## src/design/fts_pkg.sv

```systemverilog
// shared types and constants of the frame tween slot manager
package fts_pkg;

    localparam int DEF_SLOTS      = 8;
    localparam int DEF_FRAME_BITS = 16;
    localparam int Q_FRAC         = 16;

    localparam int KIND_W  = 2;
    localparam int SLOT_W  = 3;
    localparam int TAG_W   = 16;
    localparam int COUNT_W = 16;
    localparam int EV_W    = 2;
    localparam int PROG_W  = 17;

    localparam logic [PROG_W-1:0] PROG_ONE = 17'h10000;

    typedef enum logic [KIND_W-1:0] {
        KIND_START  = 2'd0,
        KIND_TICK   = 2'd1,
        KIND_STOP   = 2'd2,
        KIND_FINISH = 2'd3
    } kind_t;

    typedef enum logic [EV_W-1:0] {
        EV_GRANT    = 2'd0,
        EV_PROGRESS = 2'd1,
        EV_FINISHED = 2'd2
    } ev_t;

    typedef struct packed {
        logic [KIND_W-1:0]  kind;
        logic [SLOT_W-1:0]  slot;
        logic [TAG_W-1:0]   tag;
        logic [COUNT_W-1:0] frame_count;
        logic               notify_on_finish;
    } cmd_t;

    typedef struct packed {
        logic [EV_W-1:0]   event_res;
        logic [SLOT_W-1:0] slot_index;
        logic [TAG_W-1:0]  owner_tag;
        logic [PROG_W-1:0] progress;
        logic              last;
    } evt_t;

endpackage

```

## src/design/fts_stream_if.sv

```systemverilog
// valid/ready stream channel carrying one payload per transfer
interface fts_stream_if #(
    parameter type T = logic
);
    logic valid;
    logic ready;
    T     data;

    modport source (output valid, output data, input ready);
    modport sink (input valid, input data, output ready);
endinterface

```

## src/design/fts_divider.sv

```systemverilog
// serial restoring divider giving the fractional quotient of numer/denom, numer < denom
module fts_divider import fts_pkg::*; #(
    parameter int FRAME_BITS = DEF_FRAME_BITS,
    parameter int Q_BITS     = Q_FRAC
) (
    input  logic                  clk,
    input  logic                  rst_n,
    input  logic                  start,
    input  logic [FRAME_BITS-1:0] numer,
    input  logic [FRAME_BITS-1:0] denom,
    output logic                  done,
    output logic [Q_BITS-1:0]     quot
);

    localparam int CNT_W = (Q_BITS > 1) ? $clog2(Q_BITS) : 1;
    localparam logic [CNT_W-1:0] CNT_LAST = CNT_W'(Q_BITS - 1);

    logic [FRAME_BITS-1:0] rem_reg, rem_next;
    logic [FRAME_BITS-1:0] denom_reg, denom_next;
    logic [Q_BITS-1:0]     quot_reg, quot_next;
    logic [CNT_W-1:0]      cnt_reg, cnt_next;
    logic                  run_reg, run_next;
    logic                  done_reg, done_next;

    logic [FRAME_BITS:0] shifted;
    logic [FRAME_BITS:0] diff;
    logic                ge;

    always_comb
    begin
        shifted    = {rem_reg, 1'b0};
        diff       = shifted - {1'b0, denom_reg};
        ge         = shifted >= {1'b0, denom_reg};
        rem_next   = rem_reg;
        denom_next = denom_reg;
        quot_next  = quot_reg;
        cnt_next   = cnt_reg;
        run_next   = run_reg;
        done_next  = 1'b0;
        if (start)
        begin
            rem_next   = numer;
            denom_next = denom;
            cnt_next   = '0;
            run_next   = 1'b1;
        end
        else if (run_reg)
        begin
            rem_next  = ge ? diff[FRAME_BITS-1:0] : shifted[FRAME_BITS-1:0];
            quot_next = {quot_reg[Q_BITS-2:0], ge};
            cnt_next  = cnt_reg + 1'b1;
            if (cnt_reg == CNT_LAST)
            begin
                run_next  = 1'b0;
                done_next = 1'b1;
            end
        end
    end

    always_ff @(posedge clk or negedge rst_n)
    begin
        if (!rst_n)
        begin
            rem_reg   <= '0;
            denom_reg <= '0;
            quot_reg  <= '0;
            cnt_reg   <= '0;
            run_reg   <= 1'b0;
            done_reg  <= 1'b0;
        end
        else
        begin
            rem_reg   <= rem_next;
            denom_reg <= denom_next;
            quot_reg  <= quot_next;
            cnt_reg   <= cnt_next;
            run_reg   <= run_next;
            done_reg  <= done_next;
        end
    end

    assign done = done_reg;
    assign quot = quot_reg;

endmodule

```

## src/design/frame_tween_slot_manager.sv

```systemverilog
// top level of the frame tween slot manager: slot memory, sequencer and result register
//
// channel  direction  payload
// cmd      in         kind, slot, tag, frame_count, notify_on_finish
// evt      out        event_res, slot_index, owner_tag, progress, last
//
// tick: an active slot short of its total is divided by the serial divider (one quotient bit
//   per cycle), free slots are skipped; start on a full bank first scans every slot and reclaims one
// stop and finish free the named slot; one item is in work at a time
// reset clears the slot busy bits at once, no memory clearing pass
// a result waits in the output register; the sequencer stalls only when it holds one
module frame_tween_slot_manager import fts_pkg::*; #(
    parameter int SLOTS      = DEF_SLOTS,
    parameter int FRAME_BITS = DEF_FRAME_BITS
) (
    input  logic         clk,
    input  logic         rst_n,
    fts_stream_if.sink   cmd,
    fts_stream_if.source evt
);

    localparam int IDX_W   = (SLOTS > 1) ? $clog2(SLOTS) : 1;
    localparam int ENTRY_W = 2 * FRAME_BITS + TAG_W + 1;
    localparam int TAG_LO  = 1;
    localparam int FRM_LO  = TAG_W + 1;
    localparam int TOT_LO  = TAG_W + FRAME_BITS + 1;
    localparam logic [IDX_W-1:0] LAST_IDX = IDX_W'(SLOTS - 1);

    typedef enum logic [13:0] {
        ST_IDLE      = 14'b00000000000001,
        ST_DECODE    = 14'b00000000000010,
        ST_SCAN_RD   = 14'b00000000000100,
        ST_SCAN_CMP  = 14'b00000000001000,
        ST_FIN_RD    = 14'b00000000010000,
        ST_FIN_LATCH = 14'b00000000100000,
        ST_EMIT_DONE = 14'b00000001000000,
        ST_EMIT_FIN  = 14'b00000010000000,
        ST_GRANT     = 14'b00000100000000,
        ST_TICK_SEEK = 14'b00001000000000,
        ST_TICK_LOAD = 14'b00010000000000,
        ST_DIV       = 14'b00100000000000,
        ST_EMIT_PROG = 14'b01000000000000,
        ST_TICK_NEXT = 14'b10000000000000
    } state_t;

    state_t                state_reg, state_next;
    cmd_t                  cmd_reg, cmd_next;
    logic [SLOTS-1:0]      busy_reg, busy_next;
    logic [IDX_W-1:0]      idx_reg, idx_next;
    logic [IDX_W-1:0]      pick_reg, pick_next;
    logic [FRAME_BITS-1:0] best_frame_reg, best_frame_next;
    logic [TAG_W-1:0]      cur_tag_reg, cur_tag_next;
    logic                  cur_notify_reg, cur_notify_next;
    logic                  out_valid_reg, out_valid_next;
    evt_t                  out_data_reg, out_data_next;

    logic [ENTRY_W-1:0] mem [SLOTS];
    logic [ENTRY_W-1:0] rd_data_reg;
    logic               mem_we, mem_re;
    logic [IDX_W-1:0]   mem_waddr, mem_raddr;
    logic [ENTRY_W-1:0] mem_wdata;

    logic [FRAME_BITS-1:0] rd_total, rd_frame, frame_inc, total_new;
    logic [TAG_W-1:0]      rd_tag;
    logic                  rd_notify;

    logic                  div_start, div_done;
    logic [Q_FRAC-1:0]     div_quot;

    logic                  free_any;
    logic [IDX_W-1:0]      free_idx;
    logic                  sel_ok;
    logic [IDX_W-1:0]      sel_idx;
    logic                  more_above;
    logic                  is_start, is_tick, tail;
    state_t                after_state;
    logic                  out_free, emit;
    evt_t                  emit_data;

    // slot memory, one write and one registered read per cycle; a tick writes slot i
    // before slot i+1 is read, so accesses to one entry never overlap
    always_ff @(posedge clk)
    begin
        if (mem_we)
        begin
            mem[mem_waddr] <= mem_wdata;
        end
        if (mem_re)
        begin
            rd_data_reg <= mem[mem_raddr];
        end
    end

    assign rd_notify = rd_data_reg[0];
    assign rd_tag    = rd_data_reg[TAG_LO +: TAG_W];
    assign rd_frame  = rd_data_reg[FRM_LO +: FRAME_BITS];
    assign rd_total  = rd_data_reg[TOT_LO +: FRAME_BITS];
    assign frame_inc = rd_frame + 1'b1;
    assign total_new = FRAME_BITS'(cmd_reg.frame_count);

    fts_divider #(
        .FRAME_BITS (FRAME_BITS),
        .Q_BITS     (Q_FRAC)
    ) u_fts_divider (
        .clk   (clk),
        .rst_n (rst_n),
        .start (div_start),
        .numer (frame_inc),
        .denom (rd_total),
        .done  (div_done),
        .quot  (div_quot)
    );

    always_comb
    begin
        free_any = 1'b0;
        free_idx = '0;
        for (int i = SLOTS - 1; i >= 0; i--)
        begin
            if (!busy_reg[i])
            begin
                free_any = 1'b1;
                free_idx = IDX_W'(i);
            end
        end
    end

    assign sel_ok     = 32'(cmd_reg.slot) < SLOTS;
    assign sel_idx    = IDX_W'(cmd_reg.slot);
    assign more_above = |((busy_reg >> idx_reg) >> 1);
    assign is_start   = kind_t'(cmd_reg.kind) == KIND_START;
    assign is_tick    = kind_t'(cmd_reg.kind) == KIND_TICK;
    assign tail       = is_start || (is_tick && more_above);
    assign after_state = is_start ? ST_GRANT : (is_tick ? ST_TICK_NEXT : ST_IDLE);
    assign out_free   = !out_valid_reg || evt.ready;

    always_comb
    begin
        state_next      = state_reg;
        cmd_next        = cmd_reg;
        busy_next       = busy_reg;
        idx_next        = idx_reg;
        pick_next       = pick_reg;
        best_frame_next = best_frame_reg;
        cur_tag_next    = cur_tag_reg;
        cur_notify_next = cur_notify_reg;
        mem_we          = 1'b0;
        mem_waddr       = pick_reg;
        mem_wdata       = '0;
        mem_re          = 1'b0;
        mem_raddr       = idx_reg;
        div_start       = 1'b0;
        emit            = 1'b0;
        emit_data       = '0;

        case (state_reg)
            ST_IDLE:
            begin
                if (cmd.valid)
                begin
                    cmd_next   = cmd.data;
                    state_next = ST_DECODE;
                end
            end
            ST_DECODE:
            begin
                case (kind_t'(cmd_reg.kind))
                    KIND_START:
                    begin
                        if (free_any)
                        begin
                            pick_next  = free_idx;
                            state_next = ST_GRANT;
                        end
                        else
                        begin
                            idx_next   = '0;
                            state_next = ST_SCAN_RD;
                        end
                    end
                    KIND_TICK:
                    begin
                        idx_next   = '0;
                        state_next = ST_TICK_SEEK;
                    end
                    KIND_STOP:
                    begin
                        if (sel_ok && busy_reg[sel_idx])
                        begin
                            busy_next[sel_idx] = 1'b0;
                        end
                        state_next = ST_IDLE;
                    end
                    KIND_FINISH:
                    begin
                        if (sel_ok && busy_reg[sel_idx])
                        begin
                            pick_next  = sel_idx;
                            state_next = ST_FIN_RD;
                        end
                        else
                        begin
                            state_next = ST_IDLE;
                        end
                    end
                    default:
                    begin
                        state_next = ST_IDLE;
                    end
                endcase
            end
            ST_SCAN_RD:
            begin
                mem_re     = 1'b1;
                mem_raddr  = idx_reg;
                state_next = ST_SCAN_CMP;
            end
            ST_SCAN_CMP:
            begin
                // greatest frame count, lowest index on ties
                if (idx_reg == '0 || rd_frame > best_frame_reg)
                begin
                    best_frame_next = rd_frame;
                    pick_next       = idx_reg;
                    cur_tag_next    = rd_tag;
                    cur_notify_next = rd_notify;
                end
                if (idx_reg == LAST_IDX)
                begin
                    state_next = ST_EMIT_DONE;
                end
                else
                begin
                    idx_next   = idx_reg + 1'b1;
                    state_next = ST_SCAN_RD;
                end
            end
            ST_FIN_RD:
            begin
                mem_re     = 1'b1;
                mem_raddr  = pick_reg;
                state_next = ST_FIN_LATCH;
            end
            ST_FIN_LATCH:
            begin
                cur_tag_next    = rd_tag;
                cur_notify_next = rd_notify;
                state_next      = ST_EMIT_DONE;
            end
            ST_EMIT_DONE:
            begin
                if (out_free)
                begin
                    emit                 = 1'b1;
                    emit_data.event_res  = EV_PROGRESS;
                    emit_data.slot_index = SLOT_W'(pick_reg);
                    emit_data.owner_tag  = cur_tag_reg;
                    emit_data.progress   = PROG_ONE;
                    emit_data.last       = !cur_notify_reg && !tail;
                    busy_next[pick_reg]  = 1'b0;
                    state_next           = cur_notify_reg ? ST_EMIT_FIN : after_state;
                end
            end
            ST_EMIT_FIN:
            begin
                if (out_free)
                begin
                    emit                 = 1'b1;
                    emit_data.event_res  = EV_FINISHED;
                    emit_data.slot_index = SLOT_W'(pick_reg);
                    emit_data.owner_tag  = cur_tag_reg;
                    emit_data.progress   = PROG_ONE;
                    emit_data.last       = !tail;
                    state_next           = after_state;
                end
            end
            ST_GRANT:
            begin
                if (out_free)
                begin
                    mem_we               = 1'b1;
                    mem_waddr            = pick_reg;
                    mem_wdata            = {total_new, {FRAME_BITS{1'b0}}, cmd_reg.tag,
                                            cmd_reg.notify_on_finish};
                    busy_next[pick_reg]  = total_new != '0;
                    emit                 = 1'b1;
                    emit_data.event_res  = EV_GRANT;
                    emit_data.slot_index = SLOT_W'(pick_reg);
                    emit_data.owner_tag  = cmd_reg.tag;
                    emit_data.progress   = '0;
                    emit_data.last       = 1'b1;
                    state_next           = ST_IDLE;
                end
            end
            ST_TICK_SEEK:
            begin
                if (busy_reg[idx_reg])
                begin
                    mem_re     = 1'b1;
                    mem_raddr  = idx_reg;
                    state_next = ST_TICK_LOAD;
                end
                else if (idx_reg == LAST_IDX)
                begin
                    state_next = ST_IDLE;
                end
                else
                begin
                    idx_next = idx_reg + 1'b1;
                end
            end
            ST_TICK_LOAD:
            begin
                cur_tag_next    = rd_tag;
                cur_notify_next = rd_notify;
                pick_next       = idx_reg;
                mem_we          = 1'b1;
                mem_waddr       = idx_reg;
                mem_wdata       = {rd_total, frame_inc, rd_tag, rd_notify};
                if (frame_inc >= rd_total)
                begin
                    state_next = ST_EMIT_DONE;
                end
                else
                begin
                    div_start  = 1'b1;
                    state_next = ST_DIV;
                end
            end
            ST_DIV:
            begin
                if (div_done)
                begin
                    state_next = ST_EMIT_PROG;
                end
            end
            ST_EMIT_PROG:
            begin
                if (out_free)
                begin
                    emit                 = 1'b1;
                    emit_data.event_res  = EV_PROGRESS;
                    emit_data.slot_index = SLOT_W'(idx_reg);
                    emit_data.owner_tag  = cur_tag_reg;
                    emit_data.progress   = {1'b0, div_quot};
                    emit_data.last       = !more_above;
                    state_next           = ST_TICK_NEXT;
                end
            end
            ST_TICK_NEXT:
            begin
                if (idx_reg == LAST_IDX)
                begin
                    state_next = ST_IDLE;
                end
                else
                begin
                    idx_next   = idx_reg + 1'b1;
                    state_next = ST_TICK_SEEK;
                end
            end
            default:
            begin
                state_next = ST_IDLE;
            end
        endcase
    end

    always_comb
    begin
        out_valid_next = out_valid_reg;
        out_data_next  = out_data_reg;
        if (emit)
        begin
            out_valid_next = 1'b1;
            out_data_next  = emit_data;
        end
        else if (evt.ready)
        begin
            out_valid_next = 1'b0;
        end
    end

    always_ff @(posedge clk or negedge rst_n)
    begin
        if (!rst_n)
        begin
            state_reg      <= ST_IDLE;
            cmd_reg        <= '0;
            busy_reg       <= '0;
            idx_reg        <= '0;
            pick_reg       <= '0;
            best_frame_reg <= '0;
            cur_tag_reg    <= '0;
            cur_notify_reg <= 1'b0;
            out_valid_reg  <= 1'b0;
            out_data_reg   <= '0;
        end
        else
        begin
            state_reg      <= state_next;
            cmd_reg        <= cmd_next;
            busy_reg       <= busy_next;
            idx_reg        <= idx_next;
            pick_reg       <= pick_next;
            best_frame_reg <= best_frame_next;
            cur_tag_reg    <= cur_tag_next;
            cur_notify_reg <= cur_notify_next;
            out_valid_reg  <= out_valid_next;
            out_data_reg   <= out_data_next;
        end
    end

    assign cmd.ready = state_reg == ST_IDLE;
    assign evt.valid = out_valid_reg;
    assign evt.data  = out_data_reg;

endmodule

```

## src/flat_wrapper.sv

```systemverilog
// flat-port wrapper written by rule: the top's interface ports become plain ports
module frame_tween_slot_manager_flat import fts_pkg::*;
#(
    parameter int SLOTS      = DEF_SLOTS,
    parameter int FRAME_BITS = DEF_FRAME_BITS
)
  (clk, rst_n, cmd_valid, cmd_data, cmd_ready, evt_valid, evt_data, evt_ready);
  fts_stream_if cmd_i ();
  fts_stream_if evt_i ();
  input  logic clk;
  input  logic rst_n;
  input wire logic [$bits(cmd_i.valid)-1:0] cmd_valid;
  input wire logic [$bits(cmd_i.data)-1:0] cmd_data;
  output wire logic [$bits(cmd_i.ready)-1:0] cmd_ready;
  output wire logic [$bits(evt_i.valid)-1:0] evt_valid;
  output wire logic [$bits(evt_i.data)-1:0] evt_data;
  input wire logic [$bits(evt_i.ready)-1:0] evt_ready;
  assign cmd_i.valid = cmd_valid;
  assign cmd_i.data = cmd_data;
  assign cmd_ready = cmd_i.ready;
  assign evt_valid = evt_i.valid;
  assign evt_data = evt_i.data;
  assign evt_i.ready = evt_ready;
  frame_tween_slot_manager #(.SLOTS(SLOTS), .FRAME_BITS(FRAME_BITS)) u_core (.clk(clk), .rst_n(rst_n), .cmd(cmd_i), .evt(evt_i));
endmodule
```

## config.mk

```make
export PLATFORM = sky130hd
export DESIGN_NAME = frame_tween_slot_manager_flat
export DESIGN_NICKNAME = d
export VERILOG_FILES = /design/src/design/fts_pkg.sv /design/src/design/fts_stream_if.sv /design/src/design/fts_divider.sv /design/src/design/frame_tween_slot_manager.sv /design/src/flat_wrapper.sv
export SDC_FILE = /design/constraint.sdc
export NUM_CORES = 1
export LEC_CHECK = 0
export ABC_CLOCK_PERIOD_IN_PS = 3440
export BUFFER_PORTS_ARGS = -buffer_cell sky130_fd_sc_hd__buf_2
export CAP_MARGIN = 20
export CORE_MARGIN = 2
export CORE_UTILIZATION = 30
export CTS_CLUSTER_DIAMETER = 120
export CTS_CLUSTER_SIZE = 14
export DETAILED_ROUTE_END_ITERATION = 8
export PLACE_DENSITY = 0.5
export REMOVE_ABC_BUFFERS = 1
export SLEW_MARGIN = 20
export SYNTH_ARGS = -nofsm -noshare
export SYNTH_HDL_FRONTEND = slang
export SYNTH_HIERARCHICAL = 1
export SYNTH_SLANG_ARGS = --single-unit
```

## constraint.sdc

```tcl
create_clock -name clk -period 3.44 [get_ports clk]
set_input_delay 0 -clock clk [delete_from_list [all_inputs] [get_ports clk]]
set_output_delay 0 -clock clk [all_outputs]
set_load 0.02 [all_outputs]
```

[After elaboration in Yosys (flattened, before gate mapping)]
Memory sizes are Yosys's and may differ from the RTL's. A register that Yosys moved wholly into a read port is not among the register bits.
Cells that the tools add are included.
Storage, ports and cells
  register bits after elaboration: 54
  memory bits (writable): 392
  input bits: 5
  output and inout port bits: 3
  logic and storage cells: 149
  memories kept: 1
Memory list
  u_core.mem: words 8, width 49, read ports 1, clocked after memory_dff 1, wr ports 1, RTL line frame_tween_slot_manager.sv:57  | logic [ENTRY_W-1:0] mem [SLOTS];
Operators by class
  add/subtract/negate cells: 3
  order comparisons: 5
  equal/unequal tests: 28
  shift operators: 1
  multiplexer cells: 71
  bitwise logic cells: 3
  reduce and logical (&&, ||, !) cells: 25
Operator list (count)
  14-bit one-hot mux with 14 select lines: 1
  14-bit two-way mux: 8
  49-bit one-hot mux with 2 select lines: 1
  3-bit two-way mux: 15
  1-bit two-way mux: 29
  9-bit two-way mux: 2
  3-bit one-hot mux with 3 select lines: 2
  16-bit by 1-bit adder with 16-bit output, second input constant: 1
  16-bit >= comparator: 1
  16-bit > comparator: 1
  8-bit two-way mux: 2
  14-bit by 1-bit equality test with 1-bit output, second input constant: 1
  14-bit by 10-bit equality test with 1-bit output, second input constant: 1
  14-bit by 11-bit equality test with 1-bit output, second input constant: 1
  14-bit by 12-bit equality test with 1-bit output, second input constant: 1
  14-bit by 13-bit equality test with 1-bit output, second input constant: 1
  14-bit equality test, second input constant: 1
  14-bit by 2-bit equality test with 1-bit output, second input constant: 1
  14-bit by 3-bit equality test with 1-bit output, second input constant: 1
  14-bit by 4-bit equality test with 1-bit output, second input constant: 1
  14-bit by 5-bit equality test with 1-bit output, second input constant: 1
  14-bit by 6-bit equality test with 1-bit output, second input constant: 1
  14-bit by 7-bit equality test with 1-bit output, second input constant: 1
  14-bit by 8-bit equality test with 1-bit output, second input constant: 1
  other kinds (35): 60

[Depth between registers and ports, before layout]
Gate-level depths: netlist of the first run.
  depth in word-level cells: 10
  gate-level depth with buffers: 16
  mapped depth without buffers: 14

[Hierarchy]
The synthesis of the first run kept the hierarchy.
By module, submodules not included
  frame_tween_slot_manager: times used 1, cells each 925, area each 14751.6 sq um, seq. area each 10070.9 sq um
  fts_divider: times used 1, cells each 395, area each 3364.5 sq um, seq. area each 1351.3 sq um

[Least setup slack after synthesis of the first run]
OpenSTA, ideal clock, no wires.
  kind: register to register
  start point: register u_core.state_reg[6]
  end point: memory u_core/mem[3][0] (netlist name), enable pin
  setup time: 0.423 ns
  arrival time: 3.384 ns
  setup slack: -0.367 ns
  cell stages (with the launch flop): 8
  path buffers: 3
  cell sequence: dfrtp_1 > buf_6 > or4_4 > buf_6 > nor4_4 > clkbuf_1 > a31oi_1 > nor2_1
Between the ends
  longest elaborated chain between the ends: 4
  elaborated cells on any way between the ends: 6
Ends and longest elaborated chain
  from (decl): RTL line frame_tween_slot_manager.sv:46  | state_t state_reg, state_next;
  from (signal assigned): RTL line frame_tween_slot_manager.sv:401  | state_reg <= state_next;
  14-bit by 11-bit equality test with 1-bit output or 14-bit by 9-bit equality test with 1-bit output (tied branches): RTL line frame_tween_slot_manager.sv:156  | case (state_reg)
  1-bit one-hot mux with 2 select lines: RTL line frame_tween_slot_manager.sv:156
  1-bit two-way mux: RTL line frame_tween_slot_manager.sv:84  | if (mem_we)
  1-bit two-way mux (not written as such): RTL line frame_tween_slot_manager.sv:86  | mem[mem_waddr] <= mem_wdata;
  to (decl): RTL line frame_tween_slot_manager.sv:57
Several ways; a longest one is shown, not always the timed one.

[Worst setup path after layout of the first run]
  start point: register u_core.rd_data_reg[17], read port of u_core.mem
  end point: register u_core.u_fts_divider.done_reg (netlist: u_core/u_fts_divider/done)
Between the ends
  longest elaborated chain between the ends: 5
Ends and longest elaborated chain
  from (decl): RTL line frame_tween_slot_manager.sv:58  | logic [ENTRY_W-1:0] rd_data_reg;
  16-bit by 1-bit adder with 16-bit output: RTL line frame_tween_slot_manager.sv:98  | assign frame_inc = rd_frame + 1'b1;
  named net u_core.frame_inc[14]: RTL line frame_tween_slot_manager.sv:63  | logic [FRAME_BITS-1:0] rd_total, rd_frame, frame_inc, total_new;
  16-bit >= comparator: RTL line frame_tween_slot_manager.sv:320  | if (frame_inc >= rd_total)
  1-bit two-way mux: RTL line frame_tween_slot_manager.sv:320
  1-bit two-way mux: RTL line frame_tween_slot_manager.sv:156
  named net u_core.div_start: RTL line frame_tween_slot_manager.sv:67  | logic div_start, div_done;
  1-bit two-way mux: RTL line fts_divider.sv:40  | if (start)
  named net u_core.u_fts_divider.done_next: RTL line fts_divider.sv:23  | logic done_reg, done_next;
  to (signal assigned): RTL line fts_divider.sv:78  | done_reg <= done_next;
  to (decl): RTL line fts_divider.sv:23
The timed path passes the listed nets, and every way through them passes these cells.
A chain may end at the register's enable or synchronous reset.

==> metrics, run 1 <==
grt total ovfl 0; Final Cycle Share around 90%; Largest register FFs about 260; Mapped Area around 15000 um2; total track usage 13.2%; fin cells roughly 1700; Rows 82; Port-buffer cells 7; Max VDD drop 379 uV; vias in the first global route around 8400; RSZ-0062 raised after global routing no; I/O pins 8; root buf cell clkbuf_16; final hold vios 0; Arr. time, crit path around 3.6 ns; placer congestion estimate approximately 0.77; Final min period around 3.1 ns; leakage power roughly 6.4 nW; Bufs on Longest Clock Path 3; dpl hpwl a little under 20000 um; Die Wd about 230 um; maxcap violations 0; Final Skew around 0.021 ns; hold_ws roughly 0.22 ns; Net count, final 1024; Setup CP Type flip-flop to flip-flop; status complete, no violations; # setup viols final 0; initial antenna violation count 0; initial core utilization 30.2%; Worst Path Required about 4 ns; total power about 0.0084 W; leading cell type in the layout, fill and taps excluded edfxtp_1; cts bufs inserted 28; final core utilization about a third; Slew @ Worst Pin roughly 0.94 ns; clock-pin slew on the worst setup and hold paths 0.07 ns; diode count 0; crit end category flip-flop; DR DRC count 0; Vias about 8000; Chip Height about 230 um; first-pass GRT wire length about 52000 um; Setup Buffers After CTS 0; crit-path max FO 6; fmax roughly 320 MHz; Syn. warnings 6; Detailed Route WL around 34000 um; area delta synth->final 13.4%; Final Max Tran Viols 0; dpl cells between 1500 and 2000; HP Class input port to flip-flop; Startpoint Class flip-flop; wire length per cell between 20 and 25 um; layout cells sized above 1 between 10% and 20%; Clk Latency, worst-skew pair 0.58 ns; drt first pass iters 4; Post-DRT Antenna Nets 0; Avg Synthesized Cell Area 15.8 um2; Synth Instances around 950; core region area 49800 um2; largest net degree at the start of global routing 65; drt via density slightly below 5; P per Cell Area between 400 and 500 nW/um2; clock sink count 349; commonest non-fill, non-tap cells in the layout edfxtp_1 (297), nand2_1 (122), mux4_2 (68), dfrtp_1 (48), nor2_1 (44); DRT iter0 DRCs ~450; CTS tree built; die outline area 51900 um2; Max-slew headroom between 30% and 40%; H-tree Lvls 1
-- per-layer routing --
metal	up-vias	global-route usage (%)	wire length, um
met2	97	21.6	16200
met5	-	0	0
met4	0	2.73	611
li1	3676	-	-
met3	48	1.91	1080
met1	4227	18.6	16200
-- report_power, final --
part,switching [W],leakage [nW],internal [W]
clock network,0.00148,0.384,0.00155
registers,0.0000447,3.94,0.00468
logic,0.000356,2.07,0.000269
-- through the flow --
stage	cell area, um2	setup slack (ns)	TNS, ns
after floorplan	14800	-1.83	-464.96
after global placement	16100	0.201	0
after detailed placement	16100	0.172	0
after CTS	17000	0.105	0
after global routing	17000	0.0406	0
final	17000	0.313	0
-- timing repair --
item                                   in CTS  in global routing
gates resized for setup                     0                  3
setup endpoints to repair                   0                  6
hold buffers                                6                  0
endpoints found under the hold margin      27                  0
-- layout make-up --
cell class / count / area [um2]
sequential: 349 / 10200
tap: 672 / 841
timing repair buffer: 43 / 468
clock inverter: 1 / 30.0
multi-input combinational: 520 / 4530
fill: 4771 / 32700
clock buffer: 51 / 787
inverter: 40 / 150
-- final timing paths --
| path | startpoint | end | slack (ns) | cells after the start |
|---|---|---|---|---|
| setup / recovery | u_core/rd_data_reg[17]$_DFFE_PP_ | u_core/u_fts_divider/done$_DFF_PN0_ | 0.31 | 14 |
| hold / removal | cmd_data | u_core/cmd_reg[0]$_DFFE_PN0P_ | 0.22 | 3 |
| setup reg to reg | u_core/rd_data_reg[17]$_DFFE_PP_ | u_core/u_fts_divider/done$_DFF_PN0_ | 0.31 | 14 |
| hold reg to reg | u_core/rd_data_reg[0]$_DFFE_PP_ | u_core/cur_notify_reg$_DFFE_PN0P_ | 0.50 | 1 |
| max in group asynchronous | rst_n | u_core/idx_reg[1]$_DFFE_PN0P_ | 2.41 | 4 |
| min in group asynchronous | rst_n | u_core/state_reg[6]$_DFFE_PN0P_ | 0.52 | 4 |
-- critical path: stages (launching register included) --
cell	delay [ns]
edfxtp_1	0.45
ha_1	0.24
nand2_1	0.08
nor2_2	0.20
and3_1	0.24
nand3_1	0.11
xnor2_1	0.17
ha_1	0.31
nand4_1	0.09
or3_1	0.35
o221ai_1	0.29
buf_4	0.19
nor2_2	0.07
nand2b_1	0.16
nor2_1	0.08
Note: power is estimated with default switching activity, not from simulation.
==> run 2: changes to the inputs <==
--- a/config.mk
+++ b/config.mk
@@ -5,7 +5,7 @@
 export SDC_FILE = /design/constraint.sdc
 export NUM_CORES = 1
 export LEC_CHECK = 0
-export ABC_CLOCK_PERIOD_IN_PS = 3440
+export ABC_CLOCK_PERIOD_IN_PS = 2920
 export BUFFER_PORTS_ARGS = -buffer_cell sky130_fd_sc_hd__buf_2
 export CAP_MARGIN = 20
 export CORE_MARGIN = 2
@@ -13,7 +13,7 @@
 export CTS_CLUSTER_DIAMETER = 120
 export CTS_CLUSTER_SIZE = 14
 export DETAILED_ROUTE_END_ITERATION = 8
-export PLACE_DENSITY = 0.5
+export PLACE_DENSITY = 0.49
 export REMOVE_ABC_BUFFERS = 1
 export SLEW_MARGIN = 20
 export SYNTH_ARGS = -nofsm -noshare
==> constraint.sdc (replaced) <==
create_clock -name clk -period 2.92 [get_ports clk]
set_input_delay 0 -clock clk [delete_from_list [all_inputs] [get_ports clk]]
set_output_delay 0 -clock clk [all_outputs]
set_load 0.02 [all_outputs]
==> run 2 against run 1 <==
Compared with the run above: hold slack lost 0.20 ns; global-route usage is 0.074 points lower; sequential cell count stayed put; die area unchanged; combinational power increased by 27%; final area grew 2.4%; fmax rose by 12%; critical endpoint is now u_core/mem[4][30]$_DFFE_PP_; largest power group unchanged.
==> metrics, run 2 (synthesis results as in run 1) <==
status complete, no violations; Setup CP Type flip-flop to flip-flop; Clk Latency, worst-skew pair roughly 0.6 ns; commonest non-fill, non-tap cells in the layout edfxtp_1 (297), nand2_1 (122), mux4_2 (68), buf_4 (52), dfrtp_1 (48); WP depth 7; core region area between 40000 and 50000 um2; final hold vios 0; area delta synth->final 16.1%; met3 Use GR about 1.8%; Final Max Tran Viols 0; drt first pass iters 6; max incr delay on CP around 0.7 ns; RSZ-0062 raised after global routing yes; I/O pins 8; Worst R2R Path Depth 7; # setup viols final 0; delay-heaviest family, CP simple AND/OR/NAND/NOR gates; DR DRC count 0; Startpoint Class flip-flop; wire length per cell around 20 um; Largest register FFs 264; Port-buffer cells 7; met1 GRT Util a little under a fifth; P per Cell Area roughly 560 nW/um2; cts bufs inserted 28; Most Used Layer, Global Route met2; total track usage a little over an eighth; fmax 359 MHz; DRT iter0 DRCs 575; largest net degree at the start of global routing 73; Vias just over 8000; Max VDD drop 439 uV; Arr. time, crit path 3.09 ns; GR Layer Usage met2 between 20 and 25%; WP buf/inv 2; Detailed Route WL between 30000 and 40000 um; switching power about 0.0022 W; drt via density around 4.8; crit end category flip-flop; Slew @ Worst Pin 0.971 ns; CTS tree built; combinational power share under 10%; Final min period ~2.8 ns; HP Class input port to async pin; crit-path cells or4_1, nor4_4, buf_4, nor2_1, a31oi_1, nor2_4, buf_12; H-tree Lvls 1; Worst Path Required 3.22 ns; Clock power frac around a third; diode count 0; Rows 82; Chip Height roughly 230 um; crit-path max FO 29; fin cells 1700; worst r2r src u_core/state_reg[0]$_DFFE_PN1P_; die outline area 51900 um2; cell-internal power 0.00761 W; register share of total power roughly 57%; layout cells sized above 1 a little under a quarter; maxcap violations 0; dpl cells 1657; placer congestion estimate approximately 0.78; clock-pin slew on the worst setup and hold paths about 0.070 ns; Die Wd about 230 um; Final Skew between 0.03 and 0.04 ns; Max-slew headroom between 30% and 40%; initial core utilization a little under a third; Post-DRT Antenna Nets 0; Post-Route Setup TNS 0 ns; Final Cell Area between 15000 and 20000 um2; vias in the first global route around 8500; Net count, final approximately 1100; grt total ovfl 0; root buf cell clkbuf_16; final core utilization about a third; Bufs on Longest Clock Path 3; leakage power between 6 and 7 nW; Placed Instance Area around 17000 um2; clock sink count about 350; worst r2r dst u_core/mem[4][30]$_DFFE_PP_; switching part of the total power roughly 22%; leading cell type in the layout, fill and taps excluded edfxtp_1; initial antenna violation count 0; slowest CP cell or4_1; dpl hpwl between 20000 and 25000 um; Final Cycle Share roughly 95%; setup slack, reg-to-reg around 0.13 ns; first-pass GRT wire length 52600 um
-- run 2: routing by layer --
metal	share of wire (%)	wire length, um
met5	0	0
met4	1.7	589
met3	2.9	967
met2	47	15800
met1	49	16500
-- run 2: area by class of cell --
class | instances | area [um2]
Inverter | 40 | 150
Timing Repair Buffer | 81 | 826
Multi-Input combinational cell | 520 | 4640
Clock inverter | 1 | 30.0
Tap cell | 672 | 841
Clock buffer | 37 | 734
Sequential cell | 349 | 10200
Fill cell | 4753 | 32300
-- run 2: through the flow --
| step | hold WS, ns | power (W) | setup WS [ns] |
|---|---|---|---|
| detailed placement | 0.0983 | 0.00645 | -0.0252 |
| global route | 0.0755 | 0.0102 | -0.0146 |
| CTS | 0.0305 | 0.00994 | 0.00873 |
| floorplan | -0.296 | 0.00617 | -2.35 |
| global placement | 0.0899 | 0.00645 | 0.0146 |
| finish | 0.0264 | 0.00980 | 0.135 |
-- run 2: worst max path at each step --
stage / start / endpoint / slack (ns)
after floorplan: u_core/idx_reg[0]$_DFFE_PN0P_ / u_core/mem[5][0]$_DFFE_PP_ / -2.35
after global placement: u_core/rd_data_reg[17]$_DFFE_PP_ / u_core/u_fts_divider/cnt_reg[3]$_DFFE_PN0P_ / 0.01
after detailed placement: u_core/rd_data_reg[17]$_DFFE_PP_ / u_core/u_fts_divider/cnt_reg[0]$_DFFE_PN0P_ / -0.03
after CTS: u_core/state_reg[0]$_DFFE_PN1P_ / u_core/mem[5][30]$_DFFE_PP_ / 0.009
after global routing: u_core/rd_data_reg[17]$_DFFE_PP_ / u_core/state_reg[6]$_DFFE_PN0P_ / -0.01
final: u_core/state_reg[0]$_DFFE_PN1P_ / u_core/mem[4][30]$_DFFE_PP_ / 0.13
-- run 2: worst reg2reg max path, cell delays in order (launching register included) --
cell and delay (ns):
dfstp_2 0.37, or4_1 0.70, nor4_4 0.44, buf_4 0.22, nor2_1 0.05, a31oi_1 0.42, nor2_4 0.07, buf_12 0.23
-- run 2: power groups by stage --
stage          combinational (W)  clock [W]  sequential, W
2_1_floorplan           0.000487          0        0.00568
3_3_place_gp            0.000799          0        0.00565
3_5_place_dp            0.000794          0        0.00566
4_1_cts                 0.000801    0.00359        0.00555
5_1_grt                 0.000876    0.00376        0.00556
6_report                0.000796    0.00345        0.00555
-- run 2: what timing repair did --
item / CTS / global route
pin swaps: 0 / 4
setup buffers: 0 / 1
hold buffers: 4 / 0
endpoints found under the setup margin: 7 / 244
endpoints found under the hold margin: 32 / 0
gates resized for setup: 2 / 21
cloned: 0 / 0
